File: src/hw/rtl/terq_pkg.sv
// ----------------------------------------------------------------------------
// terq_pkg
// Shared types and codes for the timed event release queue.
// ----------------------------------------------------------------------------
package terq_pkg;

    localparam int DELAY_W = 16;
    localparam int TAG_W   = 16;
    localparam int TIME_W  = 32;

    localparam logic MODE_INSERT = 1'b0;
    localparam logic MODE_TICK   = 1'b1;

    localparam logic STATUS_RELEASED = 1'b0;
    localparam logic STATUS_REJECTED = 1'b1;

    typedef struct packed {
        logic               mode;
        logic [DELAY_W-1:0] delay;
        logic [TAG_W-1:0]   tag;
    } terq_in_t;

    typedef struct packed {
        logic               status;
        logic [DELAY_W-1:0] out_delay;
        logic [TAG_W-1:0]   out_tag;
    } terq_out_t;

    typedef struct packed {
        logic [DELAY_W-1:0] delay;
        logic [TAG_W-1:0]   tag;
    } terq_entry_t;

    // operation broadcast to every cell of the chain
    typedef struct packed {
        logic               ins;
        logic               pop;
        logic [DELAY_W-1:0] delay;
        logic [TAG_W-1:0]   tag;
    } terq_op_t;

endpackage

File: src/hw/rtl/terq_cell.sv
// ----------------------------------------------------------------------------
// terq_cell
// One slot of the sorted chain: holds, takes the new event or shifts.
// ----------------------------------------------------------------------------
module terq_cell (
    input  logic                 clk,
    input  terq_pkg::terq_op_t    op,
    input  logic                 occupied,
    input  logic                 left_keep,
    input  terq_pkg::terq_entry_t left_entry,
    input  terq_pkg::terq_entry_t right_entry,
    output logic                 keep,
    output terq_pkg::terq_entry_t entry
);
    import terq_pkg::*;

    terq_entry_t entry_reg;
    terq_entry_t entry_next;

    // entry stays in place on insert when it is due no later than the new one
    assign keep  = occupied && (entry_reg.delay <= op.delay);
    assign entry = entry_reg;

    always_comb
    begin
        entry_next = entry_reg;
        if (op.ins)
        begin
            if (!keep)
            begin
                if (left_keep)
                begin
                    entry_next.delay = op.delay;
                    entry_next.tag   = op.tag;
                end
                else
                begin
                    entry_next = left_entry;
                end
            end
        end
        else if (op.pop)
        begin
            entry_next = right_entry;
        end
    end

    always_ff @(posedge clk)
    begin
        entry_reg <= entry_next;
    end

endmodule

File: config.mk
export PLATFORM = sky130hd
export DESIGN_NAME = terq_cell
export DESIGN_NICKNAME = d
export VERILOG_FILES = /design/src/hw/rtl/terq_pkg.sv /design/src/hw/rtl/terq_cell.sv
export SDC_FILE = /design/constraint.sdc
export NUM_CORES = 1
export LEC_CHECK = 0
export BUFFER_PORTS_ARGS = -buffer_cell sky130_fd_sc_hd__buf_2
export CAP_MARGIN = 25
export CORE_ASPECT_RATIO = 0.8
export CORE_UTILIZATION = 30
export CTS_BUF_LIST = sky130_fd_sc_hd__clkbuf_16
export CTS_CLUSTER_DIAMETER = 50
export CTS_CLUSTER_SIZE = 8
export DETAILED_ROUTE_END_ITERATION = 16
export REMOVE_ABC_BUFFERS = 1
export SLEW_MARGIN = 20
export SYNTH_ARGS = -nofsm -noshare
export SYNTH_HDL_FRONTEND = slang
export SYNTH_SLANG_ARGS = --single-unit
File: constraint.sdc
create_clock -name clk -period 6.2 [get_ports clk]
set_input_delay 0.62 -clock clk [delete_from_list [all_inputs] [get_ports clk]]
set_output_delay 0.62 -clock clk [all_outputs]
set_load 0.02 [all_outputs]
==> summary.md <==
| Metric | Value |
|---|---|
| Outcome | `completed` |
| Req. time, crit path | `5580 ps` |
| Share of cells above drive strength 1 | `0.448` |
| Hold path startpoint | `right_entry[11]` |
| IR drop worst, VDD | `0.117 mV` |
| Crit path kind | `in -> out` |
| Initial Utilization | `0.319` |
| Slowest stage delay, CP | `320 ps` |
| N_diodes | `0` |
| Vias in the first global route | `1861` |
| Yosys cell types | `26` |
| Crit-path cells | `buf_2, inv_1, ha_1, a21oi_2, o21a_1, o221ai_1, o31a_1, nor2b_1, buf_2` |
| Post-DRT Antenna Nets | `0` |
| Die Wd | `95.2 um` |
| Min cycle time layout | `2670 ps` |
| Sw frac | `0.272` |
| Clock power frac | `0.372` |
| Comb power frac | `0.246` |
| Die Height | `76.6 um` |
| Mapped Cells | `198` |
| First-pass GRT wire length | `8090 um` |
| Largest net degree at the start of global routing | `68` |
| Worst-Skew Late Latency | `270 ps` |
| Layout area overhead | `42.0%` |
| Port Buffers | `133` |
| Clk slew on worst S/H paths | `50 ps` |
| Post-cts resize count | `0` |
| RSZ-0062 raised after global routing | `no` |
| Worst Max-Slew Pin Slew | `962 ps` |
| IO Count | `134` |
| Mapped Area | `2080 um^2` |
| Remaining global-route overflow | `0` |
| NumNets Final | `446` |
| Tcrit/Tclk final | `0.430` |
| DR DRC count | `0` |
| Syn Area/Cell | `10.5 um^2` |
| Cts hold-fix bufs | `0` |
| Sequential power share | `0.381` |
| Startpoint types | `primary input` |
| GRT Total Usage | `0.146` |
| CTS tree | `done` |
| Power Density | `248 nW/um^2` |
| Slew margin rel. | `0.359` |
| Vias | `1887` |
| CP max-delay cell | `ha_1` |
| H-tree Lvls | `2` |
| Final Skew | `5.66 ps` |
| Worst setup startpoint | `op[27]` |
| Flops & latches, synth | `32` |
| Fmax | `375 MHz` |
| 1st-iter DRT viols | `19` |
| CTS Buf Count | `5` |
| Internal | `534 uW` |
| Commonest non-fill, non-tap cell in the layout | `buf_2` |
| Die ar. | `7290 um^2` |
| Pwr Total | `733 uW` |
| Cell repeated most along the worst path | `buf_2` |
| Clock root buffer | `clkbuf_16` |
| Pleak | `0.00149 uW` |
| Row count | `26` |
| Commonest cells after routing, fill and taps aside | `buf_2 (133), a21oi_1 (38), nor2_1 (33)` |
| Register area share after synthesis | `0.461` |
| Setup TNS | `0 ps` |
| Max-cap violations | `0` |
| CTS Sinks | `32` |
| Slew Viols, Final | `0` |
| Drt first pass iters | `4` |
| CP arrival | `2050 ps` |
| Routability congestion estimate | `0.743` |
| Final WL | `5180 um` |
| Setup violators final | `0` |
| Reg2reg start | `entry[30]$_DFFE_PP_` |
| DP HPWL | `4030 um` |
| CTS Buffer Depth | `2` |
| Crit path capture type | `output port` |
| Initial antenna violation count | `0` |
| Largest register FFs | `32` |
| Worst hold path type | `in -> reg` |
| Via-per-instance ratio | `4.56` |
| Worst Path Max Fanout | `3` |
| Core Area | `6540 um^2` |
| YS warnings | `0` |
| Drt wl/cell | `12.5 um` |
| Buffer count from post-CTS setup fixing | `0` |
| Fin. Hold Viols | `0` |
| Psw | `200 uW` |
## path summary, 6_finish.rpt
check	end	slack, ps	depth (start not counted)
max reg2reg	entry[19]$_DFFE_PP_	3760	7
min	entry[11]$_DFFE_PP_	670	3
max	keep	3530	9
min reg2reg	entry[24]$_DFFE_PP_	1230	5
## synth_stat cells
cell       n  area [um^2]
o21a_1     1         7.51
o31a_1     1         8.76
ha_1      16          200
nor2_1    33          124
edfxtp_1  32          961
a21o_1     2         15.0
nor3_2     1         10.0
and4_1     1         8.76
o221ai_1   1         8.76
o211ai_2   1         12.5
clkbuf_1   5         18.8
inv_1     16         60.1
nand4_1    2         12.5
nor2b_1    1         6.26
a21boi_2   1         11.3
a21oi_1   38          190
mux2i_1   32          320
clkbuf_8   2         27.5
nand4_2    1         12.5
nand2_1    3         11.3
a211oi_1   1         7.51
nand3_1    1         5.00
buf_4      3         22.5
nor2b_2    1         8.76
buf_2      1         5.00
a21oi_2    1         8.76
## power groups by stage
stage	Clock, uW	Combinational (uW)	Sequential (uW)
2_1_floorplan	0	66.6	316
3_5_place_dp	0	184	284
5_1_grt	288	202	282
4_1_cts	281	185	280
3_3_place_gp	0	181	284
6_report	273	181	280
## final cells by class
type	count	area, um^2
clock buffers	5	125
clock inverters	3	38.8
fillers	650	3580
inverters	16	60.1
multi-input cells	139	990
flip-flops and latches	32	961
well taps	84	105
repair buffers	135	681
## routing by layer
layer | up-vias | share of wire | GRT usage
li1 | 979 | - | -
met1 | 815 | 0.40 | 0.159
met2 | 89 | 0.47 | 0.249
met3 | 4 | 0.12 | 0.0679
met4 | 0 | 0.0083 | 0.0470
met5 | - | 0 | 0
## worst max-delay path: cells and delay by family
| kind | cells | cell delay (ps) |
|---|---|---|
| AOI/OAI and AO/OA | 4 | 690 |
| buffers and inverters | 3 | 300 |
| and+or+nand+nor | 1 | 100 |
| adders and majority gates | 1 | 320 |
## metrics by stage
stage / worst slack, ps / instances / hold WS [ps] / utilization / instance area [um^2]
2_1_floorplan: 3520 / 187 / 827 / - / 2010
3_3_place_gp: 3440 / 406 / 944 / 0.428 / 2800
3_5_place_dp: 3360 / 406 / 947 / 0.428 / 2800
4_1_cts: 3500 / 414 / 661 / 0.453 / 2960
5_1_grt: 3400 / 414 / 678 / 0.453 / 2960
6_report: 3530 / 414 / 667 / 0.453 / 2960
## cells by family (layout without fill, tap and decap cells)
kind of cell / after synthesis / after routing / share of synthesized area
flops: 32 / 32 / 0.461
buf+inv: 27 / 159 / 0.0642
fa+ha+maj: 16 / 16 / 0.0960
mux: 32 / 32 / 0.154
compound gates: 47 / 47 / 0.130
simple gates: 44 / 44 / 0.0954
No activity file was read; power rests on OpenSTA's default activity.
