File: src/hw/rtl/terq_pkg.sv
// ----------------------------------------------------------------------------
// terq_pkg
// Shared types and codes for the timed event release queue.
// ----------------------------------------------------------------------------
package terq_pkg;

    localparam int DELAY_W = 16;
    localparam int TAG_W   = 16;
    localparam int TIME_W  = 32;

    localparam logic MODE_INSERT = 1'b0;
    localparam logic MODE_TICK   = 1'b1;

    localparam logic STATUS_RELEASED = 1'b0;
    localparam logic STATUS_REJECTED = 1'b1;

    typedef struct packed {
        logic               mode;
        logic [DELAY_W-1:0] delay;
        logic [TAG_W-1:0]   tag;
    } terq_in_t;

    typedef struct packed {
        logic               status;
        logic [DELAY_W-1:0] out_delay;
        logic [TAG_W-1:0]   out_tag;
    } terq_out_t;

    typedef struct packed {
        logic [DELAY_W-1:0] delay;
        logic [TAG_W-1:0]   tag;
    } terq_entry_t;

    // operation broadcast to every cell of the chain
    typedef struct packed {
        logic               ins;
        logic               pop;
        logic [DELAY_W-1:0] delay;
        logic [TAG_W-1:0]   tag;
    } terq_op_t;

endpackage

File: src/hw/rtl/terq_out_buf.sv
// ----------------------------------------------------------------------------
// terq_out_buf
// Two-entry output stage: result register plus skid register.
// ----------------------------------------------------------------------------
module terq_out_buf (
    input  logic               clk,
    input  logic               rst_n,
    input  logic               push,
    input  terq_pkg::terq_out_t push_data,
    output logic               space,
    output logic               res_valid,
    input  logic               res_ready,
    output terq_pkg::terq_out_t res_data
);
    import terq_pkg::*;

    logic      out_valid_reg;
    logic      out_valid_next;
    terq_out_t out_data_reg;
    terq_out_t out_data_next;
    logic      skid_valid_reg;
    logic      skid_valid_next;
    terq_out_t skid_data_reg;
    terq_out_t skid_data_next;
    logic      pop;

    assign pop       = out_valid_reg && res_ready;
    assign space     = !skid_valid_reg;
    assign res_valid = out_valid_reg;
    assign res_data  = out_data_reg;

    always_comb
    begin
        out_valid_next  = out_valid_reg;
        out_data_next   = out_data_reg;
        skid_valid_next = skid_valid_reg;
        skid_data_next  = skid_data_reg;
        if (skid_valid_reg)
        begin
            if (pop)
            begin
                out_data_next   = skid_data_reg;
                skid_valid_next = 1'b0;
            end
        end
        else if (out_valid_reg && !pop)
        begin
            if (push)
            begin
                skid_valid_next = 1'b1;
                skid_data_next  = push_data;
            end
        end
        else
        begin
            out_valid_next = push;
            out_data_next  = push_data;
        end
    end

    always_ff @(posedge clk or negedge rst_n)
    begin
        if (!rst_n)
        begin
            out_valid_reg  <= 1'b0;
            skid_valid_reg <= 1'b0;
        end
        else
        begin
            out_valid_reg  <= out_valid_next;
            skid_valid_reg <= skid_valid_next;
        end
    end

    always_ff @(posedge clk)
    begin
        out_data_reg  <= out_data_next;
        skid_data_reg <= skid_data_next;
    end

endmodule
File: config.mk
export PLATFORM = sky130hd
export DESIGN_NAME = terq_out_buf
export DESIGN_NICKNAME = d
export VERILOG_FILES = /design/src/hw/rtl/terq_pkg.sv /design/src/hw/rtl/terq_out_buf.sv
export SDC_FILE = /design/constraint.sdc
export NUM_CORES = 1
export LEC_CHECK = 0
export BUFFER_PORTS_ARGS = -buffer_cell sky130_fd_sc_hd__buf_2
export CORE_MARGIN = 4
export CORE_UTILIZATION = 57
export CTS_BUF_LIST = sky130_fd_sc_hd__clkbuf_4
export DETAILED_ROUTE_END_ITERATION = 12
export PLACE_DENSITY_LB_ADDON = 0.08
export SYNTH_ARGS = -nofsm -noshare
export SYNTH_HDL_FRONTEND = slang
export SYNTH_SLANG_ARGS = --single-unit
export TNS_END_PERCENT = 20
File: constraint.sdc
create_clock -name clk -period 7.4 [get_ports clk]
set_input_delay 0.74 -clock clk [delete_from_list [all_inputs] [get_ports clk]]
set_output_delay 0.74 -clock clk [all_outputs]
set_load 0.01 [all_outputs]
==> impl_results.md, run 1 <==
* Maximum Capacitance Violations at 0
* Clk slew on worst S/H paths at 0.10 ns
* Antenna violations before repair at 0
* Setup Viol. Count Final at 0
* Mux cell area share after synthesis at 0.1691
* DP Area at 2947 µm²
* Hold-fix buffers, CTS at 0
* Compound-cell area share of the yosys netlist at 0.009314
* Crit path required time at ~6.7 ns
* Core area at 4354 µm²
* Setup crit end kind: primary output
* Synth-to-Final Area Change at 21.47%
* Status: completed
* H-tree levels at 3
* Slew Limit Fails at 0
* TritonCTS clock tree: done
* RSZ-0062 raised after global routing: no
* Pwr Density at between 300 and 400 nW/µm²
* Share of cells above drive strength 1 at 0.6276
* Worst path cell trace: inv_2 > buf_2
* First-pass GRT wire length at between 6000 and 7000 µm
* Postcts setup bufs at 0
* # diodes at 0
* DIE AREA at roughly 5600 µm²
* Post-Synth Adder-Cell Area at 0
* Vias in the first global route at 1384
* Syn Area/Cell at 22.59 µm²
* I/O Buffers at 71
* Root Driver: clkbuf_4
* Post-Syn Nets at 150
* F_max at slightly above 0.4 GHz
* Die Wd at about 75 µm
* # IOs at 72
* Max stage delay on crit path at between 1 and 1.5 ns
* Least-Margin Pin Slew at approximately 1.1 ns
* CTS sink cnt at roughly 70
* Worst slew margin at 0.2667
* CP top delay family: flip-flops
* Post-route DRC at 0
* CTS Buffer Depth at 2
* Post-synthesis sequential area ratio at 0.7961
* Startpoint Class: flop
* Design area at between 3000 and 4000 µm²
* Worst Hold Class: input pin to asynchronous set/reset pin
* Total negative slack at 0 ns
* Yosys reg bits at 68
* Post-CTS resize count at 0
* Starting density of the core at 0.5862
* Critical Path AT at roughly 1.7 ns
* Synth Instances at 113
* Cells after DPL at roughly 230
* Area of the multi-input gates at 489.2 µm²
* DP Worst Slack at 5.185 ns
* WS Path Type: flop to primary output
* RePlAce Congestion at between 0.7 and 0.8
* Static leakage at ~1.2 nW
* Min Tclk post-route at 2.412 ns
* Final hold violation count at 0
* CTS Buf Count at 9
* DR WL/cell at roughly 18 µm
* Overflow after GRT at 0
* Worst-Skew Late Latency at 0.39 ns
* Period utilization at 0.3259
* Fin worst setup slack at between 4 and 5 ns
* CP max stage cell: dfrtp_2
* Xor and xnor area share after synthesis at 0
* Total number of vias at 1323
* Gr usage total at 0.1664
* Cell variety after synth at 13
* Synth warn at 0
* WL final at 4414 µm
* Antenna viol nets, final at 0
* Dpl hpwl at approximately 3000 µm
* Worst vdd ir at about 340 µV
* Largest net degree at the start of global routing at 39
* Layout Skew at about 0.013 ns
* Simple-Gate Fraction of Synth Area at 0.008824
* Die Ht at 74.92 µm
* Row cnt at 24
* Worst Path Buf+Inv at 2
* First drt pass iteration count at 4
* Main combinational cell family by area after synthesis: multiplexers
* Fillers at slightly below 300
* Fin cells at 248
* Register area at 2033 µm²
* Netlist Area Pre-Place at ~2600 µm²
* CP max FO at 38
* Via-to-Cell Ratio at approximately 5.3
* Nets@finish at between 200 and 250
* Iteration-0 DRC Markers at 85
per-layer routing:
layer | vias up | routed length (µm) | global-route usage | part of all wire
met3 | 8 | 329 | 0.05741 | 0.075
li1 | 605 | - | - | -
met4 | 0 | 72 | 0.08300 | 0.016
met2 | 45 | 2355 | 0.2776 | 0.53
met5 | - | 0 | 0 | 0
met1 | 665 | 1656 | 0.1909 | 0.38
cell families (layout without fill, tap and decap cells):
kind of cell	Yosys count	after routing
AO/OA/AOI/OAI	4	4
buffers and inverters	5	88
multiplexers	33	33
flip-flops	68	68
AND/OR/NAND/NOR	3	3
synthesized netlist by cell type:
master,number,area [µm²]
a21oi_1,2,10.01
edfxtp_1,66,1982
inv_2,1,3.750
nand2b_1,1,6.260
and4bb_2,1,12.51
buf_6,3,33.78
buf_2,1,5.000
mux2_4,16,240.2
a22o_1,1,8.760
dfrtp_1,2,50.05
nand2_1,1,3.750
mux2_2,17,191.4
o21ai_0,1,5.000
worst paths after layout:
check	start	endpoint	slack, ns	cells after the start
min in group clk	push_data[12]	skid_data_reg[12]	0.54	1
worst min-delay path	rst_n	skid_valid_reg	0.13	1
worst min register to register	skid_data_reg[15]	res_data[15]	0.55	1
worst max-delay path	skid_valid_reg	space	4.99	2
worst max register to register	skid_valid_reg	skid_data_reg[21]	5.19	1
max in group asynchronous	rst_n	skid_valid_reg	7.16	1
cells in the final DEF (no fill, tap or decap), drive strengths merged:
cell type / Yosys / layout
and4bb: 1 / 1
buf: 4 / 71
a21oi: 2 / 2
bufinv: 0 / 2
nand2b: 1 / 1
mux2: 33 / 33
a22o: 1 / 1
o21ai: 1 / 1
clkbuf: 0 / 10
inv: 1 / 1
nand2: 1 / 1
clkinv: 0 / 4
edfxtp: 66 / 66
dfrtp: 2 / 2
area by class of cell:
| type | instances | share of cell area |
|---|---|---|
| clock buffers | 10 | 0.02421 |
| clock inverters | 6 | 0.02542 |
| inverters | 1 | 0.001211 |
| repair buffers | 71 | 0.1146 |
| flip-flops and latches | 68 | 0.6558 |
| multi-input cells | 40 | 0.1578 |
| well taps | 52 | 0.02098 |
power breakdown:
group / internal (mW) / total, mW / switching [mW]
sequential: 0.574 / 0.652 / 0.0774
clock: 0.138 / 0.261 / 0.123
combinational: 0.161 / 0.313 / 0.152
through the flow:
step,hold WS (ns),utilization,power (mW)
after floorplan,0.4444,-,0.8577
after global placement,0.5281,0.6767,0.9601
after detailed placement,0.5362,0.6767,0.9798
after CTS,0.1012,0.7121,1.241
after global routing,0.1028,0.7121,1.290
final,0.1307,0.7121,1.227
Note: power is estimated with default switching activity, not from simulation.
==> inputs of run 2 (changes only) <==
--- a/config.mk
+++ b/config.mk
@@ -7,7 +7,7 @@
 export LEC_CHECK = 0
 export BUFFER_PORTS_ARGS = -buffer_cell sky130_fd_sc_hd__buf_2
 export CORE_MARGIN = 4
-export CORE_UTILIZATION = 57
+export CORE_UTILIZATION = 48
 export CTS_BUF_LIST = sky130_fd_sc_hd__clkbuf_4
 export DETAILED_ROUTE_END_ITERATION = 12
 export PLACE_DENSITY_LB_ADDON = 0.08
==> constraint.sdc (replaced) <==
create_clock -name clk -period 2 [get_ports clk]
set_input_delay 0.2 -clock clk [delete_from_list [all_inputs] [get_ports clk]]
set_output_delay 0.2 -clock clk [all_outputs]
set_load 0.01 [all_outputs]
==> run 2 against run 1 <==
Net effect:
- routed wire length up 7.5%
- register-to-register slack worse by 4.9 ns
- combinational power rose to 4.4 times the previous value
- clock skew up 0.0018 ns
- count of clock-buffer cells in the layout up 1
- flip-flop and latch count unchanged
- global-route usage down 0.86 points
- clock power rose to 3.2 times the previous value
- final cell count up 22%
- critical path type is now flop to flop
- critical endpoint is now res_data[23]
- highest routed layer unchanged
==> impl_results.md, run 2 (synthesis results as in run 1) <==
* Overflow after GRT at 0
* Final core utilization at 0.6738
* Worst vdd ir at slightly above 800 µV
* Post-CTS resize count at 0
* Commonest non-fill, non-tap cell in the layout: buf_2
* # IOs at a little over 70
* WHS Endpoint: skid_valid_reg
* Clk slew on worst S/H paths at about 0.10 ns
* Vias in the first global route at ~1.5k
* Largest net degree at the start of global routing at 34
* First drt pass iteration count at 4
* Final hold violation count at 0
* Status: completed
* I/O Buffers at 71
* Worst Hold Class: input pin to flop
* Antenna viol nets, final at 0
* Least-Margin Pin Slew at approximately 1.1 ns
* WL final at ~4700 µm
* Starting density of the core at 0.4966
* WS Path Type: flop to flop
* Setup crit end kind: flop
* Iteration-0 DRC Markers at between 70 and 80
* First-pass GRT wire length at 7403 µm
* Worst slew margin at 0.2928
* Total power at around 4.5 mW
* Pwr Density at about 1300 nW/µm²
* CP max FO at 33
* Hold_sp: res_ready
* Min Tclk post-route at 1.697 ns
* TritonCTS clock tree: done
* CP max stage cell: o21ai_4
* R2r endpoint: res_data[23]
* Slew Limit Fails at 0
* Fin cells at 303
* Design area at ~3500 µm²
* Worst path cell trace: o21ai_4
* Worst Reg-to-Reg Cells at 1
* CTS Buf Count at 9
* Worst-Skew Late Latency at 0.39 ns
* Via-to-Cell Ratio at approximately 4.7
* Static leakage at about 1.4 nW
* Die Ht at just over 80 µm
* Total number of vias at about 1.4k
* F_max at 0.5893 GHz
* Hold-fix buffers, CTS at 34
* Antenna violations before repair at 0
* Hold path depth at 2
* RSZ-0062 raised after global routing: no
* Layout Skew at about 0.015 ns
* # diodes at 0
* FF-to-FF Start: res_valid
* CTS Buffer Depth at 2
* Fillers at approximately 410
* Die Wd at 80.92 µm
* Postcts setup bufs at 0
* Root Driver: clkbuf_4
* Critical Path AT at roughly 1.7 ns
* CTS sink cnt at 68
* Cells after DPL at between 200 and 300
* CP top delay family: compound AO/OA/AOI/OAI gates
* DR WL/cell at between 15 and 20 µm
* Max stage delay on crit path at around 0.85 ns
* Setup Viol. Count Final at 0
* Core area at slightly above 5000 µm²
* Worst Path Buf+Inv at 0
* H-tree levels at 3
* DIE AREA at roughly 6500 µm²
* Maximum Capacitance Violations at 0
* Dpl hpwl at about 3100 µm
* Most frequent cells in the layout: buf_2, edfxtp_1, dlygate4sd3_1
* Startpoint Class: flop
* Share of cells above drive strength 1 at 0.5322
* Gr usage total at 0.1578
* Period utilization at 0.8485
* Row cnt at 26
* Nets@finish at about 270
* Post-route DRC at 0
* Total negative slack at 0 ns
* Synth-to-Final Area Change at 35.69%
* RePlAce Congestion at 0.6884
* Crit path required time at around 2 ns
* DP Area at 2999 µm²
* R2R Setup Slk at just over 0.3 ns
run 2: layout make-up:
| type | count | area, µm² | share of cell area |
|---|---|---|---|
| inverter | 1 | 3.754 | 0.001084 |
| sequential | 68 | 2033 | 0.5871 |
| clock inverter | 4 | 41.29 | 0.01192 |
| tap | 70 | 87.58 | 0.02529 |
| clock buffer | 11 | 82.58 | 0.02384 |
| timing repair buffer | 109 | 725.7 | 0.2095 |
| multi-input combinational | 40 | 489.2 | 0.1413 |
run 2: how the worst max path moves through the flow:
stage	depth (start not counted)	endpoint	slack [ns]	from
after global routing	1	res_data[8]	0.18	res_valid
final	1	res_data[23]	0.30	res_valid
after detailed placement	1	res_data[27]	0.26	res_valid
after global placement	1	res_data[27]	0.32	res_valid
after floorplan	3	res_data[0]	0.03	skid_valid_reg
after CTS	1	res_data[21]	0.25	res_valid
run 2: report_power, final:
| part | switching, mW | internal, mW | leakage, nW |
|---|---|---|---|
| Clock | 0.449 | 0.392 | 0.0694 |
| Combinational | 0.729 | 0.657 | 0.658 |
| Sequential | 0.131 | 2.13 | 0.644 |
| Total | 1.31 | 3.18 | 1.37 |
run 2: metrics by stage:
| stage | hold WS, ns | setup WS (ns) |
|---|---|---|
| final | 0.03874 | 0.3031 |
| after global routing | 0.009503 | 0.1804 |
| after CTS | 0.006958 | 0.2538 |
| after detailed placement | -0.01330 | 0.2648 |
| after global placement | -0.01463 | 0.3232 |
| after floorplan | -0.09559 | 0.03161 |
run 2: routing by layer:
layer,share of wire,track usage
met5,0,0
met3,0.063,0.03991
met4,0.020,0.09122
met1,0.41,0.1906
met2,0.50,0.2570
